**src/hhln_pkg.sv**
```systemverilog
// ----------------------------------------------------------------------------
// hhln_pkg
// Types, constants and byte-class helpers for the HTTP header line normalizer.
// ----------------------------------------------------------------------------
package hhln_pkg;

    // Block size limit and saturation point of the emitted-byte count
    localparam int MAX_BLOCK_BYTES = 16384;
    localparam int COUNT_W         = 15;
    localparam int COUNT_MAX       = (1 << COUNT_W) - 1;
    localparam int COUNT_CAP_INT   = (MAX_BLOCK_BYTES > COUNT_MAX) ? COUNT_MAX
                                                                   : MAX_BLOCK_BYTES;
    localparam logic [COUNT_W-1:0] COUNT_CAP = COUNT_CAP_INT[COUNT_W-1:0];

    // Result queue depth (a word can push two results)
    localparam int QUEUE_DEPTH = 4;
    localparam int QPTR_W      = $clog2(QUEUE_DEPTH);
    localparam int QFILL_W     = QPTR_W + 1;

    // Characters with special meaning
    localparam logic [7:0] CH_NUL   = 8'h00;
    localparam logic [7:0] CH_LF    = 8'h0A;
    localparam logic [7:0] CH_CR    = 8'h0D;
    localparam logic [7:0] CH_SPACE = 8'h20;
    localparam logic [7:0] CH_COLON = 8'h3A;
    localparam logic [7:0] CH_TILDE = 8'h7E;

    // Parse phases; unused codes behave as drain
    typedef enum logic [2:0] {
        PH_SKIP_KEY  = 3'd0,
        PH_KEY       = 3'd1,
        PH_SKIP_VAL  = 3'd2,
        PH_VALUE     = 3'd3,
        PH_EXPECT_LF = 3'd4,
        PH_DRAIN     = 3'd5
    } phase_t;

    // One result word
    typedef struct packed {
        logic [7:0]         data;
        logic               byte_valid;
        logic               is_last;
        logic               status;
        logic [COUNT_W-1:0] count;
    } result_t;

    // Printable: 0x21..0x7E
    function automatic logic is_printable(input logic [7:0] b);
        return (b > CH_SPACE) && (b <= CH_TILDE);
    endfunction

    // Fold upper-case ASCII to lower case
    function automatic logic [7:0] to_lower(input logic [7:0] b);
        return ((b >= 8'h41) && (b <= 8'h5A)) ? (b + 8'h20) : b;
    endfunction

    // Saturating increment of the emitted-byte count
    function automatic logic [COUNT_W-1:0] count_inc(input logic [COUNT_W-1:0] c);
        return (c < COUNT_CAP) ? (c + 1'b1) : c;
    endfunction

endpackage

```
**src/http_header_line_normalizer.sv**
```systemverilog
// ----------------------------------------------------------------------------
// http_header_line_normalizer
// Rewrites "key:value CRLF" header lines as "key: value CRLF", folding the
// key to lower case, and flags malformed header blocks.
// ----------------------------------------------------------------------------
// Takes one header byte per cycle while in_ready is high; a zero byte ends the
// block. Each accepted word is classified combinationally against the current
// parse phase and its results (none, one, or two for a colon) are pushed into
// a four-entry result queue whose head drives the output ports. in_ready
// stays high while the queue has room for two results, so a stream sustains
// one input word per cycle with one result word out per cycle; each colon adds
// one extra result word, and the input pauses when the queue fills faster than
// the output drains it, either from colons close together or from output
// stalls. On error a terminating word with status 1 is sent and further bytes
// are dropped up to and including the zero byte.
// out_count saturates at the smaller of MAX_BLOCK_BYTES and 32767.
module http_header_line_normalizer (
    input  logic                          clk,
    input  logic                          rst_n,
    input  logic                          in_valid,
    output logic                          in_ready,
    input  logic [7:0]                    in_byte,
    output logic                          out_valid,
    input  logic                          out_ready,
    output logic [7:0]                    out_byte,
    output logic                          byte_valid,
    output logic                          is_last,
    output logic                          status,
    output logic [hhln_pkg::COUNT_W-1:0]  out_count
);
    import hhln_pkg::*;

    phase_t             phase_reg, phase_next;
    logic [COUNT_W-1:0] count_reg, count_next;

    result_t            queue_reg [QUEUE_DEPTH];
    logic [QPTR_W-1:0]  wr_ptr_reg, wr_ptr_next;
    logic [QPTR_W-1:0]  rd_ptr_reg, rd_ptr_next;
    logic [QFILL_W-1:0] fill_reg, fill_next;

    logic               accept;
    logic               pop;
    logic [1:0]         push_cnt;
    result_t            res0, res1;
    logic [COUNT_W-1:0] cnt1, cnt2;

    // Handshake
    assign in_ready  = (fill_reg <= QFILL_W'(QUEUE_DEPTH - 2));
    assign out_valid = (fill_reg != '0);
    assign accept    = in_valid && in_ready;
    assign pop       = out_valid && out_ready;

    // Counts after one and two emitted bytes
    assign cnt1 = count_inc(count_reg);
    assign cnt2 = count_inc(cnt1);

    // Classify the incoming word against the parse phase
    always_comb
    begin
        phase_next = phase_reg;
        count_next = count_reg;
        push_cnt   = 2'd0;
        res0       = '0;
        res1       = '0;
        if (accept)
        begin
            unique case (phase_reg)
                PH_SKIP_KEY, PH_KEY:
                begin
                    if ((phase_reg == PH_SKIP_KEY) && (in_byte == CH_NUL))
                    begin
                        // end of block, well formed
                        res0       = '{data: 8'h00, byte_valid: 1'b0, is_last: 1'b1,
                                       status: 1'b0, count: count_reg};
                        push_cnt   = 2'd1;
                        phase_next = PH_SKIP_KEY;
                        count_next = '0;
                    end
                    else if ((phase_reg == PH_SKIP_KEY) && !is_printable(in_byte))
                    begin
                        // skip leading filler
                    end
                    else if (in_byte == CH_COLON)
                    begin
                        res0       = '{data: CH_COLON, byte_valid: 1'b1, is_last: 1'b0,
                                       status: 1'b0, count: cnt1};
                        res1       = '{data: CH_SPACE, byte_valid: 1'b1, is_last: 1'b0,
                                       status: 1'b0, count: cnt2};
                        push_cnt   = 2'd2;
                        count_next = cnt2;
                        phase_next = PH_SKIP_VAL;
                    end
                    else if (is_printable(in_byte))
                    begin
                        res0       = '{data: to_lower(in_byte), byte_valid: 1'b1,
                                       is_last: 1'b0, status: 1'b0, count: cnt1};
                        push_cnt   = 2'd1;
                        count_next = cnt1;
                        phase_next = PH_KEY;
                    end
                    else
                    begin
                        res0     = '{data: 8'h00, byte_valid: 1'b0, is_last: 1'b1,
                                     status: 1'b1, count: count_reg};
                        push_cnt = 2'd1;
                        if (in_byte == CH_NUL)
                        begin
                            phase_next = PH_SKIP_KEY;
                            count_next = '0;
                        end
                        else
                        begin
                            phase_next = PH_DRAIN;
                        end
                    end
                end
                PH_SKIP_VAL:
                begin
                    if (in_byte == CH_NUL)
                    begin
                        res0       = '{data: 8'h00, byte_valid: 1'b0, is_last: 1'b1,
                                       status: 1'b0, count: count_reg};
                        push_cnt   = 2'd1;
                        phase_next = PH_SKIP_KEY;
                        count_next = '0;
                    end
                    else if (!is_printable(in_byte))
                    begin
                        // skip spaces and other non-printable bytes before the value
                    end
                    else if (in_byte == CH_TILDE)
                    begin
                        res0       = '{data: 8'h00, byte_valid: 1'b0, is_last: 1'b1,
                                       status: 1'b1, count: count_reg};
                        push_cnt   = 2'd1;
                        phase_next = PH_DRAIN;
                    end
                    else
                    begin
                        res0       = '{data: in_byte, byte_valid: 1'b1, is_last: 1'b0,
                                       status: 1'b0, count: cnt1};
                        push_cnt   = 2'd1;
                        count_next = cnt1;
                        phase_next = PH_VALUE;
                    end
                end
                PH_VALUE:
                begin
                    if (((in_byte >= CH_SPACE) && (in_byte < CH_TILDE)) ||
                        (in_byte == CH_CR))
                    begin
                        res0       = '{data: in_byte, byte_valid: 1'b1, is_last: 1'b0,
                                       status: 1'b0, count: cnt1};
                        push_cnt   = 2'd1;
                        count_next = cnt1;
                        if (in_byte == CH_CR)
                        begin
                            phase_next = PH_EXPECT_LF;
                        end
                    end
                    else
                    begin
                        res0     = '{data: 8'h00, byte_valid: 1'b0, is_last: 1'b1,
                                     status: 1'b1, count: count_reg};
                        push_cnt = 2'd1;
                        if (in_byte == CH_NUL)
                        begin
                            phase_next = PH_SKIP_KEY;
                            count_next = '0;
                        end
                        else
                        begin
                            phase_next = PH_DRAIN;
                        end
                    end
                end
                PH_EXPECT_LF:
                begin
                    if (in_byte == CH_LF)
                    begin
                        res0       = '{data: in_byte, byte_valid: 1'b1, is_last: 1'b0,
                                       status: 1'b0, count: cnt1};
                        push_cnt   = 2'd1;
                        count_next = cnt1;
                        phase_next = PH_SKIP_KEY;
                    end
                    else
                    begin
                        res0     = '{data: 8'h00, byte_valid: 1'b0, is_last: 1'b1,
                                     status: 1'b1, count: count_reg};
                        push_cnt = 2'd1;
                        if (in_byte == CH_NUL)
                        begin
                            phase_next = PH_SKIP_KEY;
                            count_next = '0;
                        end
                        else
                        begin
                            phase_next = PH_DRAIN;
                        end
                    end
                end
                default:
                begin
                    // drop everything up to and including the zero byte
                    if (in_byte == CH_NUL)
                    begin
                        phase_next = PH_SKIP_KEY;
                        count_next = '0;
                    end
                end
            endcase
        end
    end

    // Advance queue pointers and fill level
    always_comb
    begin
        wr_ptr_next = wr_ptr_reg + QPTR_W'(push_cnt);
        rd_ptr_next = rd_ptr_reg + QPTR_W'(pop);
        fill_next   = fill_reg + QFILL_W'(push_cnt) - QFILL_W'(pop);
    end

    // Control state
    always_ff @(posedge clk or negedge rst_n)
    begin
        if (!rst_n)
        begin
            phase_reg  <= PH_SKIP_KEY;
            count_reg  <= '0;
            wr_ptr_reg <= '0;
            rd_ptr_reg <= '0;
            fill_reg   <= '0;
        end
        else
        begin
            phase_reg  <= phase_next;
            count_reg  <= count_next;
            wr_ptr_reg <= wr_ptr_next;
            rd_ptr_reg <= rd_ptr_next;
            fill_reg   <= fill_next;
        end
    end

    // Write result words into the queue
    always_ff @(posedge clk)
    begin
        if (push_cnt != 2'd0)
        begin
            queue_reg[wr_ptr_reg] <= res0;
        end
        if (push_cnt == 2'd2)
        begin
            queue_reg[wr_ptr_reg + 1'b1] <= res1;
        end
    end

    // Drive the output word from the queue head
    assign out_byte   = queue_reg[rd_ptr_reg].data;
    assign byte_valid = queue_reg[rd_ptr_reg].byte_valid;
    assign is_last    = queue_reg[rd_ptr_reg].is_last;
    assign status     = queue_reg[rd_ptr_reg].status;
    assign out_count  = queue_reg[rd_ptr_reg].count;

endmodule
```
**config.mk**
```make
export PLATFORM = sky130hd
export DESIGN_NAME = http_header_line_normalizer
export DESIGN_NICKNAME = d
export VERILOG_FILES = /design/src/hhln_pkg.sv /design/src/http_header_line_normalizer.sv
export SDC_FILE = /design/constraint.sdc
export NUM_CORES = 1
export LEC_CHECK = 0
export BUFFER_PORTS_ARGS = -buffer_cell sky130_fd_sc_hd__buf_4
export CAP_MARGIN = 20
export CORE_MARGIN = 2
export CORE_UTILIZATION = 35
export CTS_CLUSTER_DIAMETER = 40
export CTS_CLUSTER_SIZE = 8
export DETAILED_ROUTE_END_ITERATION = 6
export SLEW_MARGIN = 40
export SYNTH_ARGS = -nofsm -noshare
export SYNTH_HDL_FRONTEND = slang
export SYNTH_SLANG_ARGS = --single-unit
```
**constraint.sdc**
```tcl
create_clock -name clk -period 3.6 [get_ports clk]
set_input_delay 0.36 -clock clk [delete_from_list [all_inputs] [get_ports clk]]
set_output_delay 0.36 -clock clk [all_outputs]
set_load 0.01 [all_outputs]
```
# [Yosys cells after proc, flatten, opt, wreduce, memory -nomap -nowiden]
# Memories as Yosys holds them, arrays and structs flattened.
# Index checks and enable logic that the tools add are counted.
[op_classes] muxes=54 reduce_logical=18 eq_ne=13 n_lt_le_gt_ge=9 n_addsub=8
[ops] cell="26-bit 2-to-1 mux" n=10
[ops] cell="15-bit 2-to-1 mux" n=12
[ops] cell="24-bit 2-to-1 mux" n=5
[ops] cell="26-bit case mux with 4 select lines" n=1
[ops] cell="15-bit case mux with 4 select lines" n=1
[ops] cell="3-bit 2-to-1 mux" n=12
[ops] cell="15-bit by 1-bit adder with 15-bit output, second input constant" n=2
[ops] cell="15-bit < comparator, second input constant" n=2
[ops] cell="8-bit by 4-bit equality test with 1-bit output, second input constant" n=2
[ops] cell="8-bit by 7-bit <= comparator with 1-bit output, second input constant" n=2
[ops] cell="3-bit inequality test, second input constant" n=4
[ops] cell="3-bit case mux with 4 select lines" n=1
[ops] cell="8-bit by 6-bit adder with 8-bit output, second input constant" n=1
[ops] cell="8-bit by 6-bit equality test with 1-bit output, second input constant" n=1
[ops] cell="8-bit by 7-bit equality test with 1-bit output, second input constant" n=1
[ops] cell="8-bit by 6-bit greater-or-equal comparator with 1-bit output, second input constant" n=1
[ops] cell="8-bit by 7-bit greater-or-equal comparator with 1-bit output, second input constant" n=1
[ops] cell="8-bit by 6-bit > comparator with 1-bit output, second input constant" n=1
[ops] cell="8-bit logical NOT" n=1
[ops] cell="8-bit by 7-bit < comparator with 1-bit output, second input constant" n=1
[ops] cell="2-bit 2-to-1 mux" n=4
[ops] cell="8-bit 2-to-1 mux" n=1
[ops] cell="1-bit logical AND" n=7
[ops] cell="3-bit by 2-bit equality test with 1-bit output, second input constant" n=2
[ops] cell="other kinds (20)" n=26
[totals] wordCells=108 out_inout_bits=28 register_bits=25 n_memories=1 ram_bits=104 inputBits=12
[mem_list] memory="queue_reg" words=4 word_bits=26 rd=1 rd_ports_with_merged_regs=0 wr=2 line_no="http_header_line_normalizer.sv:36" text="result_t queue_reg [QUEUE_DEPTH];"

# [Logic depth before layout (Yosys ltp)]
# Gate-level depths: netlist (run 1).
[logic_depth] ltp_word=11 mapped_depth=13

# [Worst setup path before layout (run 1)]
# Ideal clock, no wire load.
[synth_path] kind="input to register" startpoint="in in_byte[2]" endpoint="mem queue_reg[1][0] in the netlist's numbering (enable)" setup_slack_ns=0.363 arrival_ns=2.863 stages=9 path_cell_list="clkbuf_1 or4_4 nor3_4 a211oi_1 o311a_1 or3b_1 buf_4 buf_2 nand2_1"
[synth_rtl] element="start: declaration" line_no="http_header_line_normalizer.sv:22" text="input logic [7:0] in_byte,"
[synth_rtl] element="end: declaration" line_no="http_header_line_normalizer.sv:36"

# [Worst setup path in the final report (run 1)]
[layout_path] startpoint="reg count_reg[14]" endpoint="reg count_reg[14]"
[layout_via] elab_chain_cells=8
[layout_rtl] element="start: declaration" line_no="http_header_line_normalizer.sv:34" text="logic [COUNT_W-1:0] count_reg, count_next;"
[layout_rtl] element="start signal: assignment" line_no="http_header_line_normalizer.sv:238" text="count_reg <= count_next;"
[layout_rtl] element="15-bit by 1-bit adder with 15-bit output or 15-bit < comparator (tied branches)" line_no="hhln_pkg.sv:59" text="return (c < COUNT_CAP) ? (c + 1'b1) : c;"
[layout_rtl] element="15-bit 2-to-1 mux" line_no="hhln_pkg.sv:59"
[layout_rtl] element="15-bit by 1-bit adder with 15-bit output or 15-bit < comparator (tied branches)" line_no="hhln_pkg.sv:59"
[layout_rtl] element="15-bit 2-to-1 mux" line_no="hhln_pkg.sv:59"
[layout_rtl] element="15-bit 2-to-1 mux" line_no="http_header_line_normalizer.sv:83" text="else if (in_byte == CH_COLON)"
[layout_rtl] element="15-bit 2-to-1 mux" line_no="http_header_line_normalizer.sv:79" text="else if ((phase_reg == PH_SKIP_KEY) && !is_printable(in_byte))"
[layout_rtl] element="15-bit 2-to-1 mux" line_no="http_header_line_normalizer.sv:70" text="if ((phase_reg == PH_SKIP_KEY) && (in_byte == CH_NUL))"
[layout_rtl] element="15-bit case mux with 4 select lines *" line_no="http_header_line_normalizer.sv:67" text="unique case (phase_reg)"
# Mark *: on every way between the ends. The rest lies on a longest branch, timed or not. The select of a mux whose other input is x is not followed.
# A chain may end at the register's enable or synchronous reset.

==> results.cfg, run 1 <==
[run_status]
status = finished clean

[floorplanning]
coreArea_um2 = 25000
ioPinCount = 40
row_count = 58
die_x_um = 163
start_util = 0.354
die_y_um = 163
die-area_um2 = 26500

[clock_tree]
clock_latency_ps = 430
htreeDepth = 4
cts.sinks = 129
cts_setup_buffers = 0
cts_buffers = 17
cts_tree = yes
cts_root_buf = clkbuf_16
clk_path_buf_depth = 2
post_cts_resize_count = 0
cts.clk_slew.worst_paths_ps = 70

[routing]
met2_length_mm = 14.6
drcViolationCount = 0
dr_total_vias = 8571
drt_iter0_markers = 1120
routed_wirelength_mm = 33.0
firstDrtPassIters = 7
wl_met1_mm = 13.4
wl_met3_mm = 3.45
detail-route-antenna-nets = 0
top_layer_used = met4
routed_via_density = 6.39
avgRoutedWirePerCell_um = 24.6

[power_and_ir_drop]
combPwrFrac = 0.489
sw_frac_of_total = 0.422
p_int_uw = 4650
p_seq_frac = 0.284
p_clk_frac = 0.227
vdd_ir_drop_max_uv = 356
power_switching_uw = 3400
powerDensity_nw_per_um2 = 769
p_leak_uw = 0.00408
total_power_uw = 8050

[finish]
utilization = 0.420
diodes = 0
layout-drive-gt1-share = 0.214
nets = 1020
area_growth_pct = 18.7
largest_reg_flops = 104
fin_cells = 1341
fill_cells = 2496

[worst_setup_path]
required_ps = 3960
cp-end-kind = register
path_class = reg -> reg
worst_setup_path_start_kind = register
cp_cell_sequence = nand4b_2 -> nor4_4 -> xor2_1 -> o2111ai_1 -> o41a_1 -> or4_1 -> o21ai_1
critical_path.max_stage_delay_ps = 590
crit_path_top_delay_cell = xor2_1
path_delay_family = simple AND/OR/NAND/NOR gates
worst-path-buf-inv = 0
arrival_ps = 3810
worstPathMaxFanout = 10

[grt]
grt_usage = 0.251
antenna_found_initial = 1
grt_max_degree = 28
grt-ovfl-total = 0
grt_pass1_vias = 8122
grt_first_pass_wirelength_mm = 50.0

[synthesis]
synthFlopType = edfxtp_1
ys_ff_latch = 129
async_reset_ff_frac = 0.194
yosysWarningCount = 0
synth.avg_cell_area_um2 = 9.48
syn_nets = 953
synth-seq-area-share = 0.384
ys_types = 98
synth_edf_count = 68
netlist_area_um2 = 8830
synthCells = 931

[timing]
fin_crit_sh = 0.956
final_hold_viol_count = 0
period_minus_slack_ps = 3440
relSlewSlack = 0.379
maxSlewViolCount = 0
rsz0062_at_grt = no
finalSetupTns_ps = 0
skew_ps = 19.4
fmax_ghz = 0.291
setup_viol = 0
worst_pin_slew_ps = 931

[place]
portBuffers = 39
dp_hpwl_mm = 23.0
dp.cells = 1308
gp_congestion = 1.03

[worst_hold_path]
hold_path.class = in -> reg

[job]
max_cap_violations = 0
[cell families (layout without fill, tap and decap cells)]
group	after synthesis	count (layout)	share of synthesized area
simple gates	301	301	0.178
compound gates	298	298	0.233
mux	62	62	0.107
xor+xnor	34	34	0.0337
fa+ha+maj	10	10	0.0150
buf+inv	97	177	0.0498
flops	129	129	0.384
[per-layer routing]
metal,GRT usage,vias up
met2,0.387,531
met4,0.104,0
met1,0.337,4107
met3,0.0596,142
li1,-,3791
met5,0,-
[synth_stat cells, drive strengths merged, types with 7 or more instances]
cell | number | area [um^2]
inv | 15 | 56.3
a221oi | 8 | 76.3
a21o | 10 | 75.1
nand3 | 27 | 135
nor2 | 76 | 290
a21oi | 57 | 285
mux4 | 26 | 586
and2 | 12 | 75.1
o21ai | 42 | 210
nor4 | 14 | 115
buf | 33 | 196
xnor2 | 25 | 219
nand2 | 80 | 303
a31oi | 16 | 100
o22ai | 67 | 419
o211ai | 11 | 82.6
dfxtp | 36 | 721
nor3 | 29 | 161
dfrtp | 25 | 626
nand4 | 7 | 50.1
mux2i | 35 | 350
or3 | 9 | 61.3
clkbuf | 48 | 181
edfxtp | 68 | 2040
ha | 9 | 113
xor2 | 9 | 78.8
[final cells by class]
type / instances / area, um^2 / area share
flip-flops and latches: 129 / 3390 / 0.324
inverters: 16 / 61.3 / 0.00585
multi-input cells: 705 / 5010 / 0.478
well taps: 330 / 413 / 0.0394
clock inverters: 11 / 111 / 0.0106
clock buffers: 21 / 514 / 0.0491
repair buffers: 129 / 971 / 0.0927
[power by group through the flow]
stage                     Sequential, uW  Clock (uW)  Combinational [uW]
after detailed placement            2310           0                3840
after CTS                           2280        1850                3850
after global routing                2340        1920                4190
final                               2290        1830                3940
after floorplan                     2020           0                2630
after global placement              2300           0                3820
[cell usage in the layout, fill, tap and decap left out, types with 6 or more instances in the layout]
master	instances
and3_1	6
mux4_2	26
xnor2_1	25
or3_1	8
a21oi_1	57
o211ai_1	11
dfrtp_1	24
edfxtp_1	68
a21o_1	10
inv_1	15
clkbuf_16	20
nor2_1	74
o2111ai_1	6
mux2i_1	35
nand2b_1	6
a31oi_1	16
a221oi_1	7
o21ai_0	35
a22oi_1	6
xor2_1	9
ha_1	9
nor4_1	10
nor3_1	27
nand2_1	79
o22ai_1	67
buf_4	128
and2_1	12
dfxtp_1	36
nand4_1	6
o21ai_1	7
nand3_1	27
[stage by stage]
step,setup slack [ps],cell area [um^2],hold slack (ps)
floorplan,363,8830,64.4
global placement,251,9830,330
detailed placement,247,9830,339
CTS,262,10500,321
global route,73.5,10500,358
finish,158,10500,318
[timing repair]
action,in CTS,in global routing
endpoints found under the hold margin,25,0
endpoints found under the setup margin,0,0
hold buffers,1,0
[worst paths after layout]
path | start | to | slack [ps] | depth (start not counted)
max in group asynchronous | rst_n | rd_ptr_reg[0] | 2850 | 2
min reg2reg | rd_ptr_reg[1] | rd_ptr_reg[1] | 470 | 1
min in group asynchronous | rst_n | count_reg[1] | 410 | 2
min | out_ready | rd_ptr_reg[0] | 320 | 3
max reg2reg | count_reg[14] | count_reg[14] | 160 | 7
max | count_reg[14] | count_reg[14] | 160 | 7
[tightest hold or removal path: stages]
cell	delay, ps
buf_4	70
and2_1	150
ha_1	130
(Power assumes the default switching activity.)
==> run 2: changes to the inputs <==
--- a/config.mk
+++ b/config.mk
@@ -7,11 +7,12 @@
 export LEC_CHECK = 0
 export BUFFER_PORTS_ARGS = -buffer_cell sky130_fd_sc_hd__buf_4
 export CAP_MARGIN = 20
-export CORE_MARGIN = 2
+export CORE_MARGIN = 5
 export CORE_UTILIZATION = 35
 export CTS_CLUSTER_DIAMETER = 40
 export CTS_CLUSTER_SIZE = 8
 export DETAILED_ROUTE_END_ITERATION = 6
+export PLACE_DENSITY = 0.52
 export SLEW_MARGIN = 40
 export SYNTH_ARGS = -nofsm -noshare
 export SYNTH_HDL_FRONTEND = slang
==> run 2 against run 1 <==
Against the previous run:
- fmax grew 0.57%
- global-route usage shrank 1.8 points
- setup slack gained 19 ps
- register-to-register slack improved by 20 ps
- critical endpoint unchanged
- largest cell class unchanged
- largest power group unchanged
- highest routed layer unchanged
==> results.cfg, run 2 (synthesis results as in run 1) <==
[routing]
dr_total_vias = 8512
drcViolationCount = 0
detail-route-antenna-nets = 0
routed_via_density = 6.33
drt_iter0_markers = 991
met2_length_mm = 15.0
firstDrtPassIters = 6
avgRoutedWirePerCell_um = 25.0
routed_wirelength_mm = 33.6
top_layer_used = met4
wl_met3_mm = 2.85
wl_met1_mm = 14.5

[run_status]
status = finished clean

[worst_setup_path]
cp-end-kind = register
worstPathMaxFanout = 8
crit_path_top_delay_cell = or4b_1
worst_setup_path_start_kind = register
arrival_ps = 3770
required_ps = 3950
path_class = reg -> reg
cp_cell_sequence = ha_1 -> nand2b_1 -> or4b_1 -> a32oi_4 -> nand4_1 -> o41a_1 -> or4_1 -> o21ai_1
critical_path.max_stage_delay_ps = 630

[place]
gp_congestion = 0.992
dp_hpwl_mm = 23.8
dp.cells = 1312
portBuffers = 39
placed_area_um2 = 9860

[job]
max_cap_violations = 0

[clock_tree]
htreeDepth = 4
cts_root_buf = clkbuf_16
cts_buffers = 17
cts.sinks = 129
cts_tree = yes
post_cts_resize_count = 0
clk_path_buf_depth = 2
clock_latency_ps = 430
cts.clk_slew.worst_paths_ps = 80

[floorplanning]
start_util = 0.353
die-area_um2 = 28500
row_count = 58
die_y_um = 169
ioPinCount = 40
coreArea_um2 = 25000
die_x_um = 169

[finish]
layout_common_cells = buf_4, nand2_1, nor2_1
area_growth_pct = 18.8
nets = 1024
layout-drive-gt1-share = 0.217
design_area_um2 = 10500
final_common_cell = buf_4
fill_cells = 2487
largest_reg_flops = 104
fin_cells = 1345
diodes = 0

[grt]
grt_pass1_vias = 8069
grt_usage = 0.232
grt-ovfl-total = 0
grt_max_degree = 28
antenna_found_initial = 0
grt_first_pass_wirelength_mm = 50.8

[power_and_ir_drop]
vdd_ir_drop_max_uv = 315
total_power_uw = 8040
p_leak_uw = 0.00409
powerDensity_nw_per_um2 = 767

[timing]
fin_crit_sh = 0.951
hold_slack_ps = 322
maxSlewViolCount = 0
setup_viol = 0
worst_pin_slew_ps = 801
relSlewSlack = 0.461
fmax_ghz = 0.292
skew_ps = 18.4
final_hold_viol_count = 0
rsz0062_at_grt = no
finalSetupTns_ps = 0
period_minus_slack_ps = 3420

[worst_hold_path]
hold_path.class = in -> reg
[run 2: layer usage]
metal	GRT usage	vias to the layer above
li1	-	3783
met1	0.328	4145
met2	0.355	489
met3	0.0409	95
met4	0.0935	0
met5	0	-
[run 2: metrics by stage]
step,worst slack [ps],utilization
6_report,177,0.419
5_1_grt,26.5,0.419
2_1_floorplan,363,-
3_5_place_dp,282,0.394
4_1_cts,216,0.419
3_3_place_gp,264,0.394
[run 2: where the power goes]
group	internal [uW]	total, uW	leakage, uW	switching, uW
clock network	1010	1810	0.000302	807
registers	1890	2260	0.00119	369
logic	1660	3960	0.00260	2310
total	4560	8040	0.00409	3480
[run 2: final cells by class]
| type | instances | area (um^2) | share of cell area |
|---|---|---|---|
| Clock buffer | 19 | 475 | 0.0454 |
| Clock inverter | 13 | 131 | 0.0125 |
| Inverter | 16 | 61.3 | 0.00585 |
| Multi-Input combinational cell | 705 | 5010 | 0.478 |
| Sequential cell | 129 | 3390 | 0.323 |
| Tap cell | 330 | 413 | 0.0394 |
| Timing Repair Buffer | 133 | 1000 | 0.0955 |
[run 2: critical path: cells and delay by family (launching register included)]
kind,cells,cell delay (ps)
AO/OA/AOI/OAI,3,970
adder cells (fa/ha/maj),1,350
flip-flops,1,370
AND/OR/NAND/NOR,4,1640
[run 2: repair_timing]
action,CTS,global route
setup buffers,0,0
hold buffers,1,0
hold endpoints to repair,25,0
[run 2: final timing paths]
check / from / slack, ps / cells after the start / endpoint
hold / removal: out_ready / 320 / 3 / rd_ptr_reg[0]
setup reg to reg: count_reg[0] / 180 / 8 / count_reg[14]
setup / recovery: count_reg[0] / 180 / 8 / count_reg[14]
max in group asynchronous: rst_n / 2880 / 2 / rd_ptr_reg[0]
min in group asynchronous: rst_n / 410 / 2 / count_reg[13]
hold reg to reg: queue_reg[2][20] / 500 / 2 / queue_reg[2][20]
==> run 3: changes to the inputs <==
--- a/config.mk
+++ b/config.mk
@@ -7,12 +7,14 @@
 export LEC_CHECK = 0
 export BUFFER_PORTS_ARGS = -buffer_cell sky130_fd_sc_hd__buf_4
 export CAP_MARGIN = 20
+export CELL_PAD_IN_SITES_DETAIL_PLACEMENT = 0
+export CELL_PAD_IN_SITES_GLOBAL_PLACEMENT = 1
 export CORE_MARGIN = 5
 export CORE_UTILIZATION = 35
 export CTS_CLUSTER_DIAMETER = 40
 export CTS_CLUSTER_SIZE = 8
 export DETAILED_ROUTE_END_ITERATION = 6
-export PLACE_DENSITY = 0.52
+export PLACE_DENSITY = 0.59
 export SLEW_MARGIN = 40
 export SYNTH_ARGS = -nofsm -noshare
 export SYNTH_HDL_FRONTEND = slang
==> run 3 against run 2 <==
Against the previous run:
- critical path depth rose by 1
- fmax increased by 4.7%
- largest power group unchanged
- cell count grew 0.52%
- first-iteration DRC count decreased by 13%
- highest routed layer unchanged
- critical endpoint is now queue_reg[3][10]
- core utilization up 0.27 points
- clock power about the same
- hold slack worse by 7.4 ps
- sequential power about the same
==> results.cfg, run 3 (synthesis results as in run 1) <==
[finish]
area_growth_pct = 19.5
utilization = 0.421
largest_reg_flops = 104
layout_common_cells = buf_4, nand2_1, nor2_1
diodes = 0
layout-drive-gt1-share = 0.222
fill_cells = 2512
final_common_cell = buf_4
nets = 1031
design_area_um2 = 10500

[power_and_ir_drop]
p_seq_frac = 0.277
vdd_ir_drop_max_uv = 316
sw_frac_of_total = 0.428
combPwrFrac = 0.497
p_int_uw = 4650
power_switching_uw = 3480
p_clk_frac = 0.226
p_leak_uw = 0.00413
powerDensity_nw_per_um2 = 770

[timing]
period_minus_slack_ps = 3270
skew_ps = 16.5
finalSetupTns_ps = 0
fin_crit_sh = 0.908
relSlewSlack = 0.474
worst_pin_slew_ps = 780
setup_viol = 0
maxSlewViolCount = 0
rsz0062_at_grt = no
final_hold_viol_count = 0
fmax_ghz = 0.306

[grt]
grt_max_degree = 28
grt-ovfl-total = 0
grt_pass1_vias = 8058
antenna_found_initial = 0
grt_usage = 0.241
grt_first_pass_wirelength_mm = 52.2

[worst_setup_path]
crit_end = queue_reg[3][10]
arrival_ps = 3420
rr_worst_depth = 9
path_class = reg -> reg
worstPathMaxFanout = 5
crit_start = count_reg[1]
r2r-end = queue_reg[3][10]
cp-end-kind = register
rr_startpoint = count_reg[1]
worst_setup_path_start_kind = register
regToRegSetupSlack_ps = 330
required_ps = 3750

[routing]
avgRoutedWirePerCell_um = 25.5
firstDrtPassIters = 6
detail-route-antenna-nets = 0
drcViolationCount = 0
routed_wirelength_mm = 34.5
routed_via_density = 6.16
dr_total_vias = 8323
drt_iter0_markers = 863

[clock_tree]
cts.sinks = 129
cts_tree = yes
cts_buffers = 17
cts_root_buf = clkbuf_16
cts.clk_slew.worst_paths_ps = 70
cts_setup_buffers = 0
htreeDepth = 4
clk_path_buf_depth = 2
clock_latency_ps = 430

[run_status]
status = finished clean

[floorplanning]
ioPinCount = 40
die_x_um = 169
die-area_um2 = 28500
coreArea_um2 = 25000
row_count = 58
start_util = 0.353
die_y_um = 169

[place]
portBuffers = 39
placed_area_um2 = 9930
gp_congestion = 0.961
dp_hpwl_mm = 24.8

[worst_hold_path]
min_path_cells = 3
hold_path.class = in -> reg
worstHoldStart = out_ready

[job]
max_cap_violations = 0
## run 3: changes by cell type in the layout (fill, tap and decap cells not counted)
cell	change
buf_4	+6
inv_8	-4
clkinv_4	+2
inv_6	+2
buf_12	+1
bufinv_16	+1
clkinv_2	+1
clkinv_8	-1
inv_4	-1
## run 3: area by class of cell
class,count,area (um^2),share of cell area
clock buffer,19,475,0.0451
clock inverter,13,134,0.0127
inverter,16,61.3,0.00581
multi-input combinational,705,5010,0.475
sequential,129,3390,0.321
tap,330,413,0.0391
timing repair buffer,140,1070,0.101
## run 3: worst min path at each step
stage                          endpoint
after global placement    rd_ptr_reg[1]
after detailed placement  rd_ptr_reg[1]
after global routing      rd_ptr_reg[0]
after CTS                 rd_ptr_reg[0]
after floorplan            count_reg[0]
final                     rd_ptr_reg[0]
## run 3: worst max-delay path: stages (launching register included)
cell and delay (ps):
dfrtp_1 390, ha_1 330, inv_1 70, o21ai_0 620
ha_1 350, and4b_1 330, nand2_1 170, nor2_1 200
xor2_1 380, o22ai_1 150
## run 3: per-stage QoR
stage | setup slack, ps | hold slack [ps] | total power (uW) | instances
after CTS | 359 | 308 | 8120 | 1352
after global routing | 76.2 | 319 | 8580 | 1352
final | 333 | 314 | 8120 | 1352
after floorplan | 363 | 64.4 | 4650 | 931
after global placement | 230 | 331 | 6260 | 1319
after detailed placement | 259 | 333 | 6270 | 1319
## run 3: metal layers
metal | global-route usage | wire length [um]
met3 | 0.0448 | 2720
met1 | 0.336 | 14900
met2 | 0.366 | 15400
met4 | 0.106 | 1410
met5 | 0 | 0
## run 3: timing repair
action | 4_1_cts | 5_1_grt
resized for setup | 0 | 0
hold buffers | 1 | 0
endpoints found under the hold margin | 25 | 0
## run 3: power groups by stage
stage                     clock [uW]  sequential, uW  combinational [uW]
after floorplan                    0            2020                2630
after global placement             0            2280                3980
after detailed placement           0            2280                4000
after CTS                       1870            2250                4000
after global routing            1940            2290                4350
final                           1840            2250                4040
